===== src/tse_pkg.sv =====
// Shared types, constants and helpers for the TLS server-name extractor.
// No dependencies; imported by every module of the block.
package tse_pkg;

    localparam int MAX_FRAME_BYTES = 2048;
    localparam int OFFSET_W        = $clog2(MAX_FRAME_BYTES + 1);
    localparam int LEN_W           = 18;
    localparam int MIN_FRAME_BYTES = 99;
    localparam int QUEUE_DEPTH     = 4;
    localparam int HIST_DEPTH      = 12;

    localparam logic [15:0] ETHERTYPE_IPV4  = 16'h0800;
    localparam logic [7:0]  PROTO_TCP       = 8'd6;
    localparam logic [7:0]  REC_HANDSHAKE   = 8'h16;
    localparam logic [7:0]  HS_CLIENT_HELLO = 8'h01;
    localparam logic [15:0] EXT_SERVER_NAME = 16'h0000;
    localparam logic [7:0]  NAME_TYPE_HOST  = 8'h00;
    localparam logic [15:0] RANDOM_SKIP     = 16'd34;
    localparam logic [23:0] MIN_HELLO_LEN   = 24'd35;

    localparam logic [3:0] ST_OK            = 4'd0;
    localparam logic [3:0] ST_SHORT         = 4'd1;
    localparam logic [3:0] ST_NOT_IPV4      = 4'd2;
    localparam logic [3:0] ST_NOT_TCP       = 4'd3;
    localparam logic [3:0] ST_PORT          = 4'd4;
    localparam logic [3:0] ST_NO_RECORD     = 4'd5;
    localparam logic [3:0] ST_NOT_HANDSHAKE = 4'd6;
    localparam logic [3:0] ST_TRUNCATED     = 4'd7;
    localparam logic [3:0] ST_NOT_HELLO     = 4'd8;
    localparam logic [3:0] ST_MALFORMED     = 4'd9;
    localparam logic [3:0] ST_NO_SNI        = 4'd10;

    typedef enum logic [4:0] {
        PH_ETH, PH_R0, PH_R1, PH_R2, PH_R3, PH_R4, PH_HS0, PH_HS1, PH_HS2, PH_HS3,
        PH_SKIP, PH_SID, PH_CS_HI, PH_CS_LO, PH_COMP, PH_EXT_HI, PH_EXT_LO,
        PH_XT0, PH_XT1, PH_XT2, PH_XT3, PH_S0, PH_S1, PH_S2, PH_S3, PH_S4,
        PH_NAME, PH_FOUND, PH_STOP
    } t_phase;

    typedef struct packed {
        logic        is_verdict;
        logic [7:0]  name_byte;
        logic [3:0]  status;
        logic [15:0] source_port;
        logic [15:0] dest_port;
        logic [15:0] record_version;
        logic [31:0] source_ip;
        logic [31:0] dest_ip;
        logic [47:0] source_mac;
        logic        last_result;
    } t_result;

    typedef struct packed {
        logic name_v;
        logic verdict_v;
    } t_push;

    function automatic logic [3:0] merge_fail(input logic [3:0] cur, input logic [3:0] code);
        return (cur == ST_OK || code < cur) ? code : cur;
    endfunction

    function automatic logic watched_port(input logic [15:0] p);
        return p == 16'd443 || p == 16'd8443 || p == 16'd993 ||
               p == 16'd995 || p == 16'd465 || p == 16'd587;
    endfunction

endpackage


===== src/tse_parser.sv =====
// Per-byte frame parser: header capture, TLS record and ClientHello walk, verdict.
// Depends on tse_pkg.
module tse_parser
    import tse_pkg::*;
(
    input  logic    i_clk,
    input  logic    i_rst_n,
    input  logic    i_valid,
    input  logic [7:0] i_byte,
    input  logic    i_end,
    output t_push   o_push,
    output t_result o_name_res,
    output t_result o_verdict_res
);

    logic [OFFSET_W-1:0] r_offset, n_offset;
    t_phase      r_phase, n_phase, r_after, n_after;
    logic [15:0] r_count, n_count;
    logic [15:0] r_rec_len, n_rec_len;
    logic [23:0] r_hello_end, n_hello_end;
    logic [23:0] r_ext_end, n_ext_end;
    logic [23:0] r_hello_pos, n_hello_pos;
    logic [3:0]  r_ihl, n_ihl, r_doff, n_doff;
    logic [15:0] r_shift, n_shift;
    logic [47:0] r_mac, n_mac;
    logic [31:0] r_sip, n_sip, r_dip, n_dip;
    logic [15:0] r_sport, n_sport, r_dport, n_dport, r_version, n_version;
    logic [3:0]  r_fail, n_fail;
    logic        r_content_bad, n_content_bad, r_ext_sni, n_ext_sni;
    logic [7:0]  r_hist [HIST_DEPTH];
    logic [7:0]  n_hist [HIST_DEPTH];

    always_comb begin
        logic [OFFSET_W-1:0] o;
        logic                in_range;
        logic [3:0]          ihl_eff;
        logic [7:0]          tcp_base;
        logic [7:0]          tls_start;
        logic [OFFSET_W-1:0] rel;
        logic                hdr_done;
        logic [7:0]          win [HIST_DEPTH + 1];
        logic [7:0]          tb  [HIST_DEPTH + 1];
        logic [23:0]         hp;
        logic [15:0]         t;
        logic [24:0]         sum;
        logic                do_go;
        t_phase              go_to;
        logic [LEN_W-1:0]    len;
        logic [LEN_W-1:0]    rec_start;
        logic [3:0]          st;

        n_offset = r_offset;   n_phase = r_phase;       n_after = r_after;
        n_count = r_count;     n_rec_len = r_rec_len;   n_hello_end = r_hello_end;
        n_ext_end = r_ext_end; n_hello_pos = r_hello_pos;
        n_ihl = r_ihl;         n_doff = r_doff;         n_shift = r_shift;
        n_mac = r_mac;         n_sip = r_sip;           n_dip = r_dip;
        n_sport = r_sport;     n_dport = r_dport;       n_version = r_version;
        n_fail = r_fail;       n_content_bad = r_content_bad; n_ext_sni = r_ext_sni;
        n_hist = r_hist;
        o_push = '0;
        o_name_res = '0;
        o_verdict_res = '0;
        do_go = 1'b0;
        go_to = PH_ETH;
        hdr_done = 1'b0;
        t = '0;
        sum = '0;
        rel = '0;

        o = r_offset;
        in_range = r_offset < OFFSET_W'(MAX_FRAME_BYTES);
        ihl_eff = (o == OFFSET_W'(14)) ? i_byte[3:0] : r_ihl;
        tcp_base = 8'd14 + {2'b00, ihl_eff, 2'b00};
        tls_start = 8'd14 + {2'b00, r_ihl, 2'b00} + {2'b00, r_doff, 2'b00};
        hp = (r_phase inside {[PH_SKIP:PH_NAME]}) ? r_hello_pos + 24'd1 : r_hello_pos;

        // look-back window: age 0 is the current byte
        win[0] = i_byte;
        for (int k = 1; k <= HIST_DEPTH; k++) win[k] = r_hist[k-1];
        for (int j = 0; j <= HIST_DEPTH; j++) tb[j] = '0;
        case (i_byte[7:4])
            4'd0: for (int j = 0; j <= 12; j++) tb[j] = win[12-j];
            4'd1: for (int j = 0; j <= 8; j++) tb[j] = win[8-j];
            4'd2: for (int j = 0; j <= 4; j++) tb[j] = win[4-j];
            4'd3: tb[0] = win[0];
            default: ;
        endcase

        if (in_range) begin
            n_offset = r_offset + OFFSET_W'(1);
            n_hist[0] = i_byte;
            for (int k = 1; k < HIST_DEPTH; k++) n_hist[k] = r_hist[k-1];

            if (r_phase == PH_ETH) begin
                if (o >= OFFSET_W'(6) && o <= OFFSET_W'(11)) n_mac = {r_mac[39:0], i_byte};
                if (o == OFFSET_W'(12)) n_shift = {8'h00, i_byte};
                if (o == OFFSET_W'(13) && {r_shift[7:0], i_byte} != ETHERTYPE_IPV4)
                    n_fail = merge_fail(n_fail, ST_NOT_IPV4);
                if (o == OFFSET_W'(14)) n_ihl = i_byte[3:0];
                if (o == OFFSET_W'(23) && i_byte != PROTO_TCP)
                    n_fail = merge_fail(n_fail, ST_NOT_TCP);
                if (o >= OFFSET_W'(26) && o <= OFFSET_W'(29)) n_sip = {r_sip[23:0], i_byte};
                if (o >= OFFSET_W'(30) && o <= OFFSET_W'(33)) n_dip = {r_dip[23:0], i_byte};
                if (o >= OFFSET_W'(14) && o >= OFFSET_W'(tcp_base)) begin
                    rel = o - OFFSET_W'(tcp_base);
                    if (rel <= OFFSET_W'(1)) n_sport = {r_sport[7:0], i_byte};
                    if (rel == OFFSET_W'(2) || rel == OFFSET_W'(3))
                        n_dport = {r_dport[7:0], i_byte};
                    if (rel == OFFSET_W'(3) && !watched_port({r_dport[7:0], i_byte}))
                        n_fail = merge_fail(n_fail, ST_PORT);
                    if (rel == OFFSET_W'(12)) hdr_done = 1'b1;
                end

                // data-offset byte: replay record bytes that already went by
                if (hdr_done) begin
                    n_doff = i_byte[7:4];
                    if (n_fail != ST_OK) begin
                        n_phase = PH_STOP;
                    end else begin
                        n_phase = PH_R0;
                        if (i_byte[7:4] <= 4'd3) begin
                            n_content_bad = tb[0] != REC_HANDSHAKE;
                            n_phase = PH_R1;
                        end
                        if (i_byte[7:4] <= 4'd2) begin
                            n_version = {tb[1], tb[2]};
                            n_shift = {8'h00, tb[3]};
                            n_rec_len = {tb[3], tb[4]};
                            if (n_content_bad) n_phase = PH_STOP;
                            else if (n_rec_len < 16'd4) begin
                                n_fail = merge_fail(n_fail, ST_NOT_HELLO);
                                n_phase = PH_STOP;
                            end else n_phase = PH_HS0;
                        end
                        if (i_byte[7:4] <= 4'd1 && n_phase == PH_HS0) begin
                            if (tb[5] != HS_CLIENT_HELLO) begin
                                n_fail = merge_fail(n_fail, ST_NOT_HELLO);
                                n_phase = PH_STOP;
                            end else begin
                                n_shift = {tb[6], tb[7]};
                                n_hello_end = {tb[6], tb[7], tb[8]};
                                if (n_hello_end < MIN_HELLO_LEN) begin
                                    n_fail = merge_fail(n_fail, ST_MALFORMED);
                                    n_phase = PH_STOP;
                                end else begin
                                    n_hello_pos = '0;
                                    n_count = RANDOM_SKIP;
                                    n_after = PH_SID;
                                    n_phase = PH_SKIP;
                                end
                            end
                        end
                        if (i_byte[7:4] == 4'd0 && n_phase == PH_SKIP) begin
                            n_hello_pos = 24'd4;
                            n_count = RANDOM_SKIP - 16'd4;
                        end
                    end
                end
            end else if (r_phase != PH_STOP && r_phase != PH_FOUND &&
                         o >= OFFSET_W'(tls_start)) begin
                n_hello_pos = hp;
                case (r_phase)
                    PH_R0: begin
                        n_content_bad = i_byte != REC_HANDSHAKE;
                        n_phase = PH_R1;
                    end
                    PH_R1: begin n_version = {i_byte, 8'h00}; n_phase = PH_R2; end
                    PH_R2: begin n_version = {r_version[15:8], i_byte}; n_phase = PH_R3; end
                    PH_R3: begin n_shift = {8'h00, i_byte}; n_phase = PH_R4; end
                    PH_R4: begin
                        n_rec_len = {r_shift[7:0], i_byte};
                        if (r_content_bad) n_phase = PH_STOP;
                        else if (n_rec_len < 16'd4) begin
                            n_fail = merge_fail(n_fail, ST_NOT_HELLO);
                            n_phase = PH_STOP;
                        end else n_phase = PH_HS0;
                    end
                    PH_HS0: begin
                        if (i_byte != HS_CLIENT_HELLO) begin
                            n_fail = merge_fail(n_fail, ST_NOT_HELLO);
                            n_phase = PH_STOP;
                        end else n_phase = PH_HS1;
                    end
                    PH_HS1: begin n_shift = {8'h00, i_byte}; n_phase = PH_HS2; end
                    PH_HS2: begin n_shift = {r_shift[7:0], i_byte}; n_phase = PH_HS3; end
                    PH_HS3: begin
                        n_hello_end = {r_shift, i_byte};
                        if (n_hello_end < MIN_HELLO_LEN) begin
                            n_fail = merge_fail(n_fail, ST_MALFORMED);
                            n_phase = PH_STOP;
                        end else begin
                            n_hello_pos = '0;
                            n_count = RANDOM_SKIP;
                            n_after = PH_SID;
                            n_phase = PH_SKIP;
                        end
                    end
                    PH_SKIP: begin
                        n_count = r_count - 16'd1;
                        if (n_count == '0) begin do_go = 1'b1; go_to = r_after; end
                    end
                    PH_SID: begin
                        sum = {1'b0, hp} + 25'(i_byte) + 25'd2;
                        if (sum > {1'b0, r_hello_end}) begin
                            n_fail = merge_fail(n_fail, ST_MALFORMED);
                            n_phase = PH_STOP;
                        end else if (i_byte == 8'h00) begin
                            do_go = 1'b1; go_to = PH_CS_HI;
                        end else begin
                            n_count = {8'h00, i_byte}; n_after = PH_CS_HI; n_phase = PH_SKIP;
                        end
                    end
                    PH_CS_HI: begin n_shift = {8'h00, i_byte}; n_phase = PH_CS_LO; end
                    PH_CS_LO: begin
                        t = {r_shift[7:0], i_byte};
                        sum = {1'b0, hp} + 25'(t) + 25'd1;
                        if (sum > {1'b0, r_hello_end}) begin
                            n_fail = merge_fail(n_fail, ST_MALFORMED);
                            n_phase = PH_STOP;
                        end else if (t == '0) begin
                            do_go = 1'b1; go_to = PH_COMP;
                        end else begin
                            n_count = t; n_after = PH_COMP; n_phase = PH_SKIP;
                        end
                    end
                    PH_COMP: begin
                        sum = {1'b0, hp} + 25'(i_byte) + 25'd2;
                        if (sum > {1'b0, r_hello_end}) begin
                            n_fail = merge_fail(n_fail, ST_MALFORMED);
                            n_phase = PH_STOP;
                        end else if (i_byte == 8'h00) begin
                            do_go = 1'b1; go_to = PH_EXT_HI;
                        end else begin
                            n_count = {8'h00, i_byte}; n_after = PH_EXT_HI; n_phase = PH_SKIP;
                        end
                    end
                    PH_EXT_HI: begin n_shift = {8'h00, i_byte}; n_phase = PH_EXT_LO; end
                    PH_EXT_LO: begin
                        t = {r_shift[7:0], i_byte};
                        sum = {1'b0, hp} + 25'(t);
                        if (sum > {1'b0, r_hello_end}) begin
                            n_fail = merge_fail(n_fail, ST_MALFORMED);
                            n_phase = PH_STOP;
                        end else begin
                            n_ext_end = sum[23:0];
                            do_go = 1'b1; go_to = PH_XT0;
                        end
                    end
                    PH_XT0: begin n_shift = {8'h00, i_byte}; n_phase = PH_XT1; end
                    PH_XT1: begin
                        n_ext_sni = {r_shift[7:0], i_byte} == EXT_SERVER_NAME;
                        n_phase = PH_XT2;
                    end
                    PH_XT2: begin n_shift = {8'h00, i_byte}; n_phase = PH_XT3; end
                    PH_XT3: begin
                        t = {r_shift[7:0], i_byte};
                        sum = {1'b0, hp} + 25'(t);
                        if (!r_ext_sni) begin
                            if (t == '0) begin do_go = 1'b1; go_to = PH_XT0; end
                            else begin n_count = t; n_after = PH_XT0; n_phase = PH_SKIP; end
                        end else if (t < 16'd5 || sum > {1'b0, r_ext_end}) begin
                            n_fail = merge_fail(n_fail, ST_NO_SNI);
                            n_phase = PH_STOP;
                        end else n_phase = PH_S0;
                    end
                    PH_S0: n_phase = PH_S1;
                    PH_S1: n_phase = PH_S2;
                    PH_S2: begin
                        if (i_byte != NAME_TYPE_HOST) begin
                            n_fail = merge_fail(n_fail, ST_NO_SNI);
                            n_phase = PH_STOP;
                        end else n_phase = PH_S3;
                    end
                    PH_S3: begin n_shift = {8'h00, i_byte}; n_phase = PH_S4; end
                    PH_S4: begin
                        t = {r_shift[7:0], i_byte};
                        sum = {1'b0, hp} + 25'(t);
                        if (sum > {1'b0, r_ext_end}) begin
                            n_fail = merge_fail(n_fail, ST_NO_SNI);
                            n_phase = PH_STOP;
                        end else if (t == '0) n_phase = PH_FOUND;
                        else begin n_count = t; n_phase = PH_NAME; end
                    end
                    PH_NAME: begin
                        o_push.name_v = 1'b1;
                        o_name_res.name_byte = i_byte;
                        o_name_res.last_result = !i_end;
                        n_count = r_count - 16'd1;
                        if (n_count == '0) n_phase = PH_FOUND;
                    end
                    default: ;
                endcase

                // continue with the field after a skip; extension walk checks room
                if (do_go) begin
                    if (go_to == PH_XT0) begin
                        if ({1'b0, hp} + 25'd4 <= {1'b0, n_ext_end}) n_phase = PH_XT0;
                        else begin
                            n_fail = merge_fail(n_fail, ST_NO_SNI);
                            n_phase = PH_STOP;
                        end
                    end else n_phase = go_to;
                end
            end
        end

        // verdict on the final byte, from the updated state
        len = LEN_W'(n_offset);
        rec_start = LEN_W'(8'd14 + {2'b00, n_ihl, 2'b00}) + LEN_W'({n_doff, 2'b00}) +
                    LEN_W'(5);
        if (len < LEN_W'(MIN_FRAME_BYTES)) st = ST_SHORT;
        else if (n_fail inside {[ST_NOT_IPV4:ST_PORT]}) st = n_fail;
        else if (len < rec_start) st = ST_NO_RECORD;
        else if (n_content_bad) st = ST_NOT_HANDSHAKE;
        else if (len < rec_start + LEN_W'(n_rec_len)) st = ST_TRUNCATED;
        else if (n_fail != ST_OK) st = n_fail;
        else if (n_phase == PH_FOUND) st = ST_OK;
        else st = ST_MALFORMED;

        if (i_end) begin
            o_push.verdict_v = 1'b1;
            o_verdict_res.is_verdict = 1'b1;
            o_verdict_res.status = st;
            o_verdict_res.last_result = 1'b1;
            if (st == ST_OK) begin
                o_verdict_res.source_port = n_sport;
                o_verdict_res.dest_port = n_dport;
                o_verdict_res.record_version = n_version;
                o_verdict_res.source_ip = n_sip;
                o_verdict_res.dest_ip = n_dip;
                o_verdict_res.source_mac = n_mac;
            end
            n_offset = '0;     n_phase = PH_ETH;  n_after = PH_ETH;
            n_count = '0;      n_rec_len = '0;    n_hello_end = '0;
            n_ext_end = '0;    n_hello_pos = '0;  n_ihl = '0;  n_doff = '0;
            n_shift = '0;      n_mac = '0;        n_sip = '0;  n_dip = '0;
            n_sport = '0;      n_dport = '0;      n_version = '0;
            n_fail = ST_OK;    n_content_bad = 1'b0; n_ext_sni = 1'b0;
            for (int k = 0; k < HIST_DEPTH; k++) n_hist[k] = '0;
        end

        // results are only pushed for a taken transaction
        if (!i_valid) o_push = '0;
    end

    always_ff @(posedge i_clk) begin
        if (!i_rst_n) begin
            r_offset <= '0;     r_phase <= PH_ETH;  r_after <= PH_ETH;
            r_count <= '0;      r_rec_len <= '0;    r_hello_end <= '0;
            r_ext_end <= '0;    r_hello_pos <= '0;  r_ihl <= '0;  r_doff <= '0;
            r_shift <= '0;      r_mac <= '0;        r_sip <= '0;  r_dip <= '0;
            r_sport <= '0;      r_dport <= '0;      r_version <= '0;
            r_fail <= ST_OK;    r_content_bad <= 1'b0; r_ext_sni <= 1'b0;
            for (int k = 0; k < HIST_DEPTH; k++) r_hist[k] <= '0;
        end else if (i_valid) begin
            r_offset <= n_offset;   r_phase <= n_phase;     r_after <= n_after;
            r_count <= n_count;     r_rec_len <= n_rec_len; r_hello_end <= n_hello_end;
            r_ext_end <= n_ext_end; r_hello_pos <= n_hello_pos;
            r_ihl <= n_ihl;         r_doff <= n_doff;       r_shift <= n_shift;
            r_mac <= n_mac;         r_sip <= n_sip;         r_dip <= n_dip;
            r_sport <= n_sport;     r_dport <= n_dport;     r_version <= n_version;
            r_fail <= n_fail;       r_content_bad <= n_content_bad;
            r_ext_sni <= n_ext_sni;
            r_hist <= n_hist;
        end
    end

endmodule


===== src/tse_outq.sv =====
// Small result queue: takes up to two results a cycle, hands out one.
// Depends on tse_pkg.
module tse_outq
    import tse_pkg::*;
(
    input  logic    i_clk,
    input  logic    i_rst_n,
    input  t_push   i_push,
    input  t_result i_name_res,
    input  t_result i_verdict_res,
    output logic    o_room,
    output logic    o_valid,
    input  logic    i_ready,
    output t_result o_res
);

    localparam int PTR_W = $clog2(QUEUE_DEPTH);

    t_result            r_mem [QUEUE_DEPTH];
    logic [PTR_W-1:0]   r_wr, n_wr, r_rd, n_rd;
    logic [PTR_W:0]     r_count, n_count;
    logic               pop;
    logic [1:0]         n_push;
    t_result            first;

    assign o_room  = r_count <= (PTR_W+1)'(QUEUE_DEPTH - 2);
    assign o_valid = r_count != '0;
    assign o_res   = r_mem[r_rd];
    assign pop     = o_valid && i_ready;
    assign n_push  = {1'b0, i_push.name_v} + {1'b0, i_push.verdict_v};
    assign first   = i_push.name_v ? i_name_res : i_verdict_res;

    always_comb begin
        n_wr = r_wr + PTR_W'(n_push);
        n_rd = pop ? r_rd + PTR_W'(1) : r_rd;
        n_count = r_count + (PTR_W+1)'(n_push) - (PTR_W+1)'(pop);
    end

    always_ff @(posedge i_clk) begin
        if (!i_rst_n) begin
            r_wr <= '0;
            r_rd <= '0;
            r_count <= '0;
        end else begin
            r_wr <= n_wr;
            r_rd <= n_rd;
            r_count <= n_count;
        end
    end

    always_ff @(posedge i_clk) begin
        if (n_push != 2'd0) r_mem[r_wr] <= first;
        if (n_push == 2'd2) r_mem[r_wr + PTR_W'(1)] <= i_verdict_res;
    end

endmodule


===== src/tls_sni_extractor.sv =====
// Top level: TLS ClientHello server-name extractor on an Ethernet byte stream.
// A name byte or a verdict is written into the registered result queue when its input byte is taken.
// Throughput: one frame byte per cycle while o_s_tready is high; the byte that ends a frame may add a verdict.
// The four-entry result queue drops o_s_tready while fewer than two entries are free.
// Reset (i_rst_n low, synchronous) returns the parser to the Ethernet header of a new
// frame and empties the result queue.
// Depends on tse_pkg, tse_parser and tse_outq.
module tls_sni_extractor
    import tse_pkg::*;
(
    input  logic         i_clk,
    input  logic         i_rst_n,
    input  logic         i_s_tvalid,
    output logic         o_s_tready,
    input  logic [7:0]   i_s_tdata,   // [7:0] frame_byte
    input  logic         i_s_tlast,   // frame_end
    output logic         o_m_tvalid,
    input  logic         i_m_tready,
    // [7:0] name_byte, [11:8] status, [27:12] source_port, [43:28] dest_port,
    // [59:44] record_version, [91:60] source_ip, [123:92] dest_ip,
    // [171:124] source_mac, [175:172] zero
    output logic [175:0] o_m_tdata,
    output logic         o_m_tuser,   // is_verdict
    output logic         o_m_tlast    // last_result
);

    t_push   push;
    t_result name_res, verdict_res, head;
    logic    in_accept;

    // a transaction is taken only while the queue can absorb two results
    assign in_accept = i_s_tvalid && o_s_tready;

    tse_parser u_parser (
        .i_clk         (i_clk),
        .i_rst_n       (i_rst_n),
        .i_valid       (in_accept),
        .i_byte        (i_s_tdata),
        .i_end         (i_s_tlast),
        .o_push        (push),
        .o_name_res    (name_res),
        .o_verdict_res (verdict_res)
    );

    tse_outq u_outq (
        .i_clk         (i_clk),
        .i_rst_n       (i_rst_n),
        .i_push        (push),
        .i_name_res    (name_res),
        .i_verdict_res (verdict_res),
        .o_room        (o_s_tready),
        .o_valid       (o_m_tvalid),
        .i_ready       (i_m_tready),
        .o_res         (head)
    );

    assign o_m_tdata = {4'h0, head.source_mac, head.dest_ip, head.source_ip,
                        head.record_version, head.dest_port, head.source_port,
                        head.status, head.name_byte};
    assign o_m_tuser = head.is_verdict;
    assign o_m_tlast = head.last_result;

endmodule


===== config.mk =====
export PLATFORM = sky130hd
export DESIGN_NAME = tls_sni_extractor
export DESIGN_NICKNAME = d
export VERILOG_FILES = /design/src/tse_pkg.sv /design/src/tse_parser.sv /design/src/tse_outq.sv /design/src/tls_sni_extractor.sv
export SDC_FILE = /design/constraint.sdc
export NUM_CORES = 2
export LEC_CHECK = 0
export BUFFER_PORTS_ARGS = -buffer_cell sky130_fd_sc_hd__buf_2
export CORE_AREA = 2 2 371 373
export DETAILED_ROUTE_END_ITERATION = 8
export DIE_AREA = 0 0 373 375
export HOLD_SLACK_MARGIN = 0.08
export PLACE_DENSITY_LB_ADDON = 0.3
export SETUP_SLACK_MARGIN = 0.05
export SLEW_MARGIN = 20
export SYNTH_ARGS = -nofsm -noshare
export SYNTH_HDL_FRONTEND = slang
export SYNTH_SLANG_ARGS = --single-unit

===== constraint.sdc =====
create_clock -name i_clk -period 18 [get_ports i_clk]
set_clock_uncertainty 0.2 [all_clocks]
set_input_delay 1.8 -clock i_clk [delete_from_list [all_inputs] [get_ports i_clk]]
set_output_delay 1.8 -clock i_clk [all_outputs]
set_load 0.01 [all_outputs]

==> impl_metrics.prom <==
# TYPE chip_impl_metric gauge
chip_impl_info{name="outcome",value="finished clean"} 1
chip_impl_metric{name="io_buffer_count",unit=""} 188
chip_impl_metric{name="grt_antenna_before_repair",unit=""} 4
chip_impl_metric{name="synth_xor_xnor_area_share",unit=""} 0.0215
chip_impl_metric{name="power_frac_seq",unit=""} 0.442
chip_impl_metric{name="wire_length_of_the_first_global_routing_pass",unit="µm"} 292000
chip_impl_metric{name="irDropWorstVdd",unit="µV"} 78.2
chip_impl_metric{name="postSynthCellCount",unit=""} 5901
chip_impl_metric{name="globalRouteOverflowTotal",unit=""} 0
chip_impl_info{name="worst_path_top_cell_family_by_delay",value="compound AO/OA/AOI/OAI gates"} 1
chip_impl_metric{name="grt_start_max_net_pins",unit=""} 258
chip_impl_metric{name="cts.reportedPaths.clkPinSlew",unit="ns"} 0.06
chip_impl_metric{name="leakage",unit="nW"} 23.1
chip_impl_info{name="most_common_cell_in_the_synthesized_netlist",value="sky130_fd_sc_hd__nor3_1"} 1
chip_impl_metric{name="coreArea",unit="mm²"} 0.136
chip_impl_metric{name="r2r_slack",unit="ns"} 3.68
chip_impl_info{name="worst_hold_startpoint",value="u_outq.r_mem[1][170]"} 1
chip_impl_metric{name="final.setup.worst_slack",unit="ns"} 3.68
chip_impl_metric{name="cellInternalPower",unit="mW"} 4.62
chip_impl_metric{name="layout-area-overhead-vs-synth",unit="%"} 9.83
chip_impl_metric{name="crit_arrival",unit="ns"} 14.56
chip_impl_info{name="clock-root-buffer",value="sky130_fd_sc_hd__clkbuf_16"} 1
chip_impl_metric{name="yosysTopAreaCellShare",unit=""} 0.321
chip_impl_metric{name="netSwitchingFraction",unit=""} 0.269
chip_impl_metric{name="critical_path_peak_fanout",unit=""} 208
chip_impl_metric{name="post-place-ws",unit="ns"} 4.02
chip_impl_info{name="tritoncts",value="done"} 1
chip_impl_info{name="worstSetupStartpointType",value="flop"} 1
chip_impl_metric{name="power.net_switching",unit="mW"} 1.70
chip_impl_metric{name="crit_cells",unit=""} 40
chip_impl_metric{name="hold_slack",unit="ns"} 0.254
chip_impl_info{name="synth_commonest_cells",value="sky130_fd_sc_hd__nor3_1, sky130_fd_sc_hd__edfxtp_1, sky130_fd_sc_hd__dfxtp_1"} 1
chip_impl_metric{name="final_core_utilization",unit=""} 0.501
chip_impl_metric{name="place.detailed.hpwl",unit="µm"} 125000
chip_impl_metric{name="power.share.combinational",unit=""} 0.156
chip_impl_metric{name="globalplace.congestion",unit=""} 0.960
chip_impl_info{name="holdCritPathClass",value="flop to flop"} 1
chip_impl_metric{name="yosys.area_share.adder",unit=""} 0.0466
chip_impl_metric{name="fp-row-count",unit=""} 136
chip_impl_metric{name="cts_post_setup_buffers_inserted",unit=""} 0
chip_impl_info{name="synth_top_flop_cell",value="sky130_fd_sc_hd__edfxtp_1"} 1
chip_impl_metric{name="gr-usage-all-layers",unit=""} 0.268
chip_impl_metric{name="synth_area_per_cell",unit="µm²"} 10.5
chip_impl_metric{name="stdcell_area",unit="mm²"} 0.0683
chip_impl_metric{name="slew_headroom",unit=""} 0.226
chip_impl_metric{name="drtIter0Drc",unit=""} 5313
chip_impl_info{name="synth_area_leaders",value="sky130_fd_sc_hd__edfxtp_1, sky130_fd_sc_hd__dfxtp_1, sky130_fd_sc_hd__mux4_2"} 1
chip_impl_metric{name="post-route-period-util",unit=""} 0.796
chip_impl_metric{name="min_period",unit="ns"} 14.32
chip_impl_metric{name="timing_worst_slew_pin_value",unit="ns"} 1.15
chip_impl_info{name="timing.critical_path.slowest_stage_cell",value="sky130_fd_sc_hd__a2bb2oi_1"} 1
chip_impl_metric{name="clockPowerShare",unit=""} 0.403
chip_impl_info{name="worstReg2RegStart",value="u_parser.r_phase[3]"} 1
chip_impl_info{name="worst_setup_end_kind",value="flop"} 1
chip_impl_info{name="r2r_end",value="u_outq.r_mem[1][80]"} 1
chip_impl_metric{name="p_per_area",unit="mW/mm²"} 92.6
chip_impl_metric{name="slowest_delay",unit="ns"} 0.83
chip_impl_metric{name="compound_gate_fraction_of_synth_area",unit=""} 0.124
chip_impl_metric{name="report.power.total",unit="mW"} 6.33
chip_impl_metric{name="fin_setup_tns",unit="ns"} 0
chip_impl_metric{name="synth-edff-count",unit=""} 664
chip_impl_metric{name="max-clock-path-buffers",unit=""} 3
chip_impl_metric{name="timing.critical_path.required",unit="ns"} 18.24
chip_impl_info{name="critPathKind",value="flop to flop"} 1
chip_impl_metric{name="numClockSinks",unit=""} 1117
chip_impl_metric{name="timing.reg2reg.worst_path_depth",unit=""} 40
chip_impl_metric{name="boundaryPins",unit=""} 193
chip_impl_metric{name="layoutNonFillerInstCount",unit=""} 7749
chip_impl_metric{name="clk_latency",unit="ns"} 0.77
chip_impl_metric{name="number_of_nets_at_the_end_of_the_flow",unit=""} 6085
chip_impl_info{name="cp-endpoint",value="u_outq.r_mem[1][80]"} 1
chip_impl_metric{name="htreeDepth",unit=""} 3
chip_impl_metric{name="cts.repair.resized",unit=""} 0
chip_impl_metric{name="post-place-cells",unit=""} 7520
chip_impl_metric{name="firstDrtPassIters",unit=""} 6
chip_impl_metric{name="worst-path-buf-inv",unit=""} 5
chip_impl_metric{name="slew_viol_final",unit=""} 0
chip_impl_metric{name="drt-wirelength-per-cell",unit="µm"} 24.8
chip_impl_metric{name="post_cts_hold_buffer_count",unit=""} 0
chip_impl_metric{name="ys_seq_elements",unit=""} 1117
chip_impl_info{name="worstSetupStartpoint",value="u_parser.r_phase[3]"} 1
chip_impl_metric{name="post_route_cells_drive_above_1_share",unit=""} 0.145
chip_impl_metric{name="cts_buffers",unit=""} 119
chip_impl_metric{name="proportion_of_synthesized_area_in_mux_cells",unit=""} 0.102
chip_impl_metric{name="drcViolationCount",unit=""} 0
chip_impl_metric{name="max_clock_freq",unit="GHz"} 0.0698
chip_impl_info{name="dominant_combinational_cell_family_by_area_after_synthesis",value="simple AND/OR/NAND/NOR gates"} 1
chip_impl_metric{name="postPlaceCellArea",unit="mm²"} 0.0642
chip_impl_metric{name="drt_wl_total",unit="µm"} 192000
chip_impl_metric{name="fill_cells",unit=""} 12172
chip_impl_metric{name="die_width",unit="µm"} 373
chip_impl_metric{name="ratio_of_routed_vias_to_standard_cells",unit=""} 6.23
chip_impl_metric{name="synthArstFlopShare",unit=""} 0
chip_impl_metric{name="hold_viol",unit=""} 0
chip_impl_metric{name="synth_sequential_area_ratio",unit=""} 0.466
chip_impl_metric{name="detailroute.via_count",unit=""} 48278
chip_impl_metric{name="floorplan.initialDensity",unit=""} 0.456
chip_impl_metric{name="finalSetupViolCount",unit=""} 0
chip_impl_metric{name="grt_pass1_vias",unit=""} 46040
chip_impl_metric{name="mappedNetlistArea",unit="mm²"} 0.0622
chip_impl_metric{name="dieArea",unit="mm²"} 0.140
chip_impl_metric{name="antenna_left",unit=""} 0
chip_impl_info{name="rsz0062_at_grt",value="no"} 1
chip_impl_metric{name="yosys_warnings",unit=""} 0
chip_impl_metric{name="post_synth_num_cell_types",unit=""} 94
chip_impl_metric{name="die_height",unit="µm"} 375
chip_impl_info{name="synth_largest_area_cell",value="sky130_fd_sc_hd__edfxtp_1"} 1
chip_impl_metric{name="cap_violations",unit=""} 0
chip_impl_metric{name="fraction_of_the_mapped_netlist_area_in_simple_logic_gates",unit=""} 0.194
==> worst reg2reg max path: cells and delay by family (launching register included) <==
family / cells / cell delay, ns
xor+xnor: 1 / 0.46
fa+ha+maj: 4 / 1.21
flops: 1 / 0.31
simple gates: 11 / 3.59
buf+inv: 5 / 2.27
compound gates: 19 / 5.96
==> cell families after synthesis <==
kind of cell	after synthesis
XOR/XNOR	153
AO/OA/AOI/OAI	1160
other	1
AND/OR/NAND/NOR	2202
multiplexers	418
adder cells (fa/ha/maj)	225
flip-flops	1117
buffers and inverters	625
==> flip-flops by register name (all words and copies together), names as in the netlist, 2 cells and up, named ones only <==
register and count:
u_parser.r_dip 32, u_parser.r_version 16, u_parser.r_rec_len 16, u_parser.r_offset 12, u_parser.r_hello_end 24, u_parser.r_ihl 4, u_outq.r_mem 696, u_outq.r_wr 2
u_parser.r_fail 4, u_outq.r_rd 2, u_parser.r_hello_pos 24, u_parser.r_mac 48, u_parser.r_sport 16, u_parser.r_after 5, u_parser.r_dport 16, u_outq.r_count 3
u_parser.r_phase 5, u_parser.r_ext_end 24, u_parser.r_count 16, u_parser.r_hist 96, u_parser.r_shift 16, u_parser.r_doff 4, u_parser.r_sip 32
==> power groups by stage <==
stage | Clock (mW) | Combinational [mW] | Sequential [mW]
floorplan | 0 | 0.639 | 2.84
global placement | 0 | 0.993 | 2.85
detailed placement | 0 | 0.992 | 2.85
CTS | 2.58 | 0.995 | 2.80
global route | 2.68 | 1.04 | 2.80
finish | 2.55 | 0.985 | 2.80
==> worst min path at each step <==
stage	to	slack [ns]	depth (start not counted)
after floorplan	u_outq.r_mem[2][166]	0.22	2
after global placement	u_outq.r_mem[3][166]	0.23	2
after detailed placement	u_outq.r_mem[2][169]	0.24	2
after CTS	u_outq.r_mem[2][169]	0.26	2
after global routing	u_outq.r_mem[1][170]	0.28	2
final	u_outq.r_mem[1][170]	0.25	2
==> cell type report <==
class,count,area [µm²],area share
antenna,2,5.00,0.0000733
clock buffer,178,3510,0.0515
clock inverter,49,564,0.00826
inverter,154,608,0.00890
multi-input combinational,4162,30500,0.447
sequential,1117,29000,0.425
tap,1794,2240,0.0329
timing repair buffer,293,1830,0.0268
==> cell usage in the layout, fill, tap and decap left out, drive strengths merged, types with 23 or more instances in the layout <==
cell,synthesis,routed
nor3,773,773
edfxtp,664,664
dfxtp,453,453
nor2b,380,380
a22oi,301,301
nand2,299,299
buf,166,293
nor2,269,269
a21oi,261,261
mux2i,238,238
o21ai,238,238
ha,214,214
clkbuf,305,178
mux4,174,174
inv,153,156
and2,99,99
xnor2,97,97
nand3,82,82
xor2,56,56
nand4,52,52
nor4,49,49
and3,44,44
a21o,43,43
o22ai,34,34
clkinv,1,34
nand2b,33,33
a211oi,30,30
or3,26,26
o211ai,24,24
o21a,23,23
==> routing by layer <==
layer,share of wire,GRT usage,vias to the layer above
met4,0.032,0.0895,0
li1,-,-,22065
met3,0.074,0.0380,345
met2,0.47,0.438,1988
met1,0.42,0.367,23880
met5,0,0,-
Note: power is estimated with default switching activity, not from simulation.
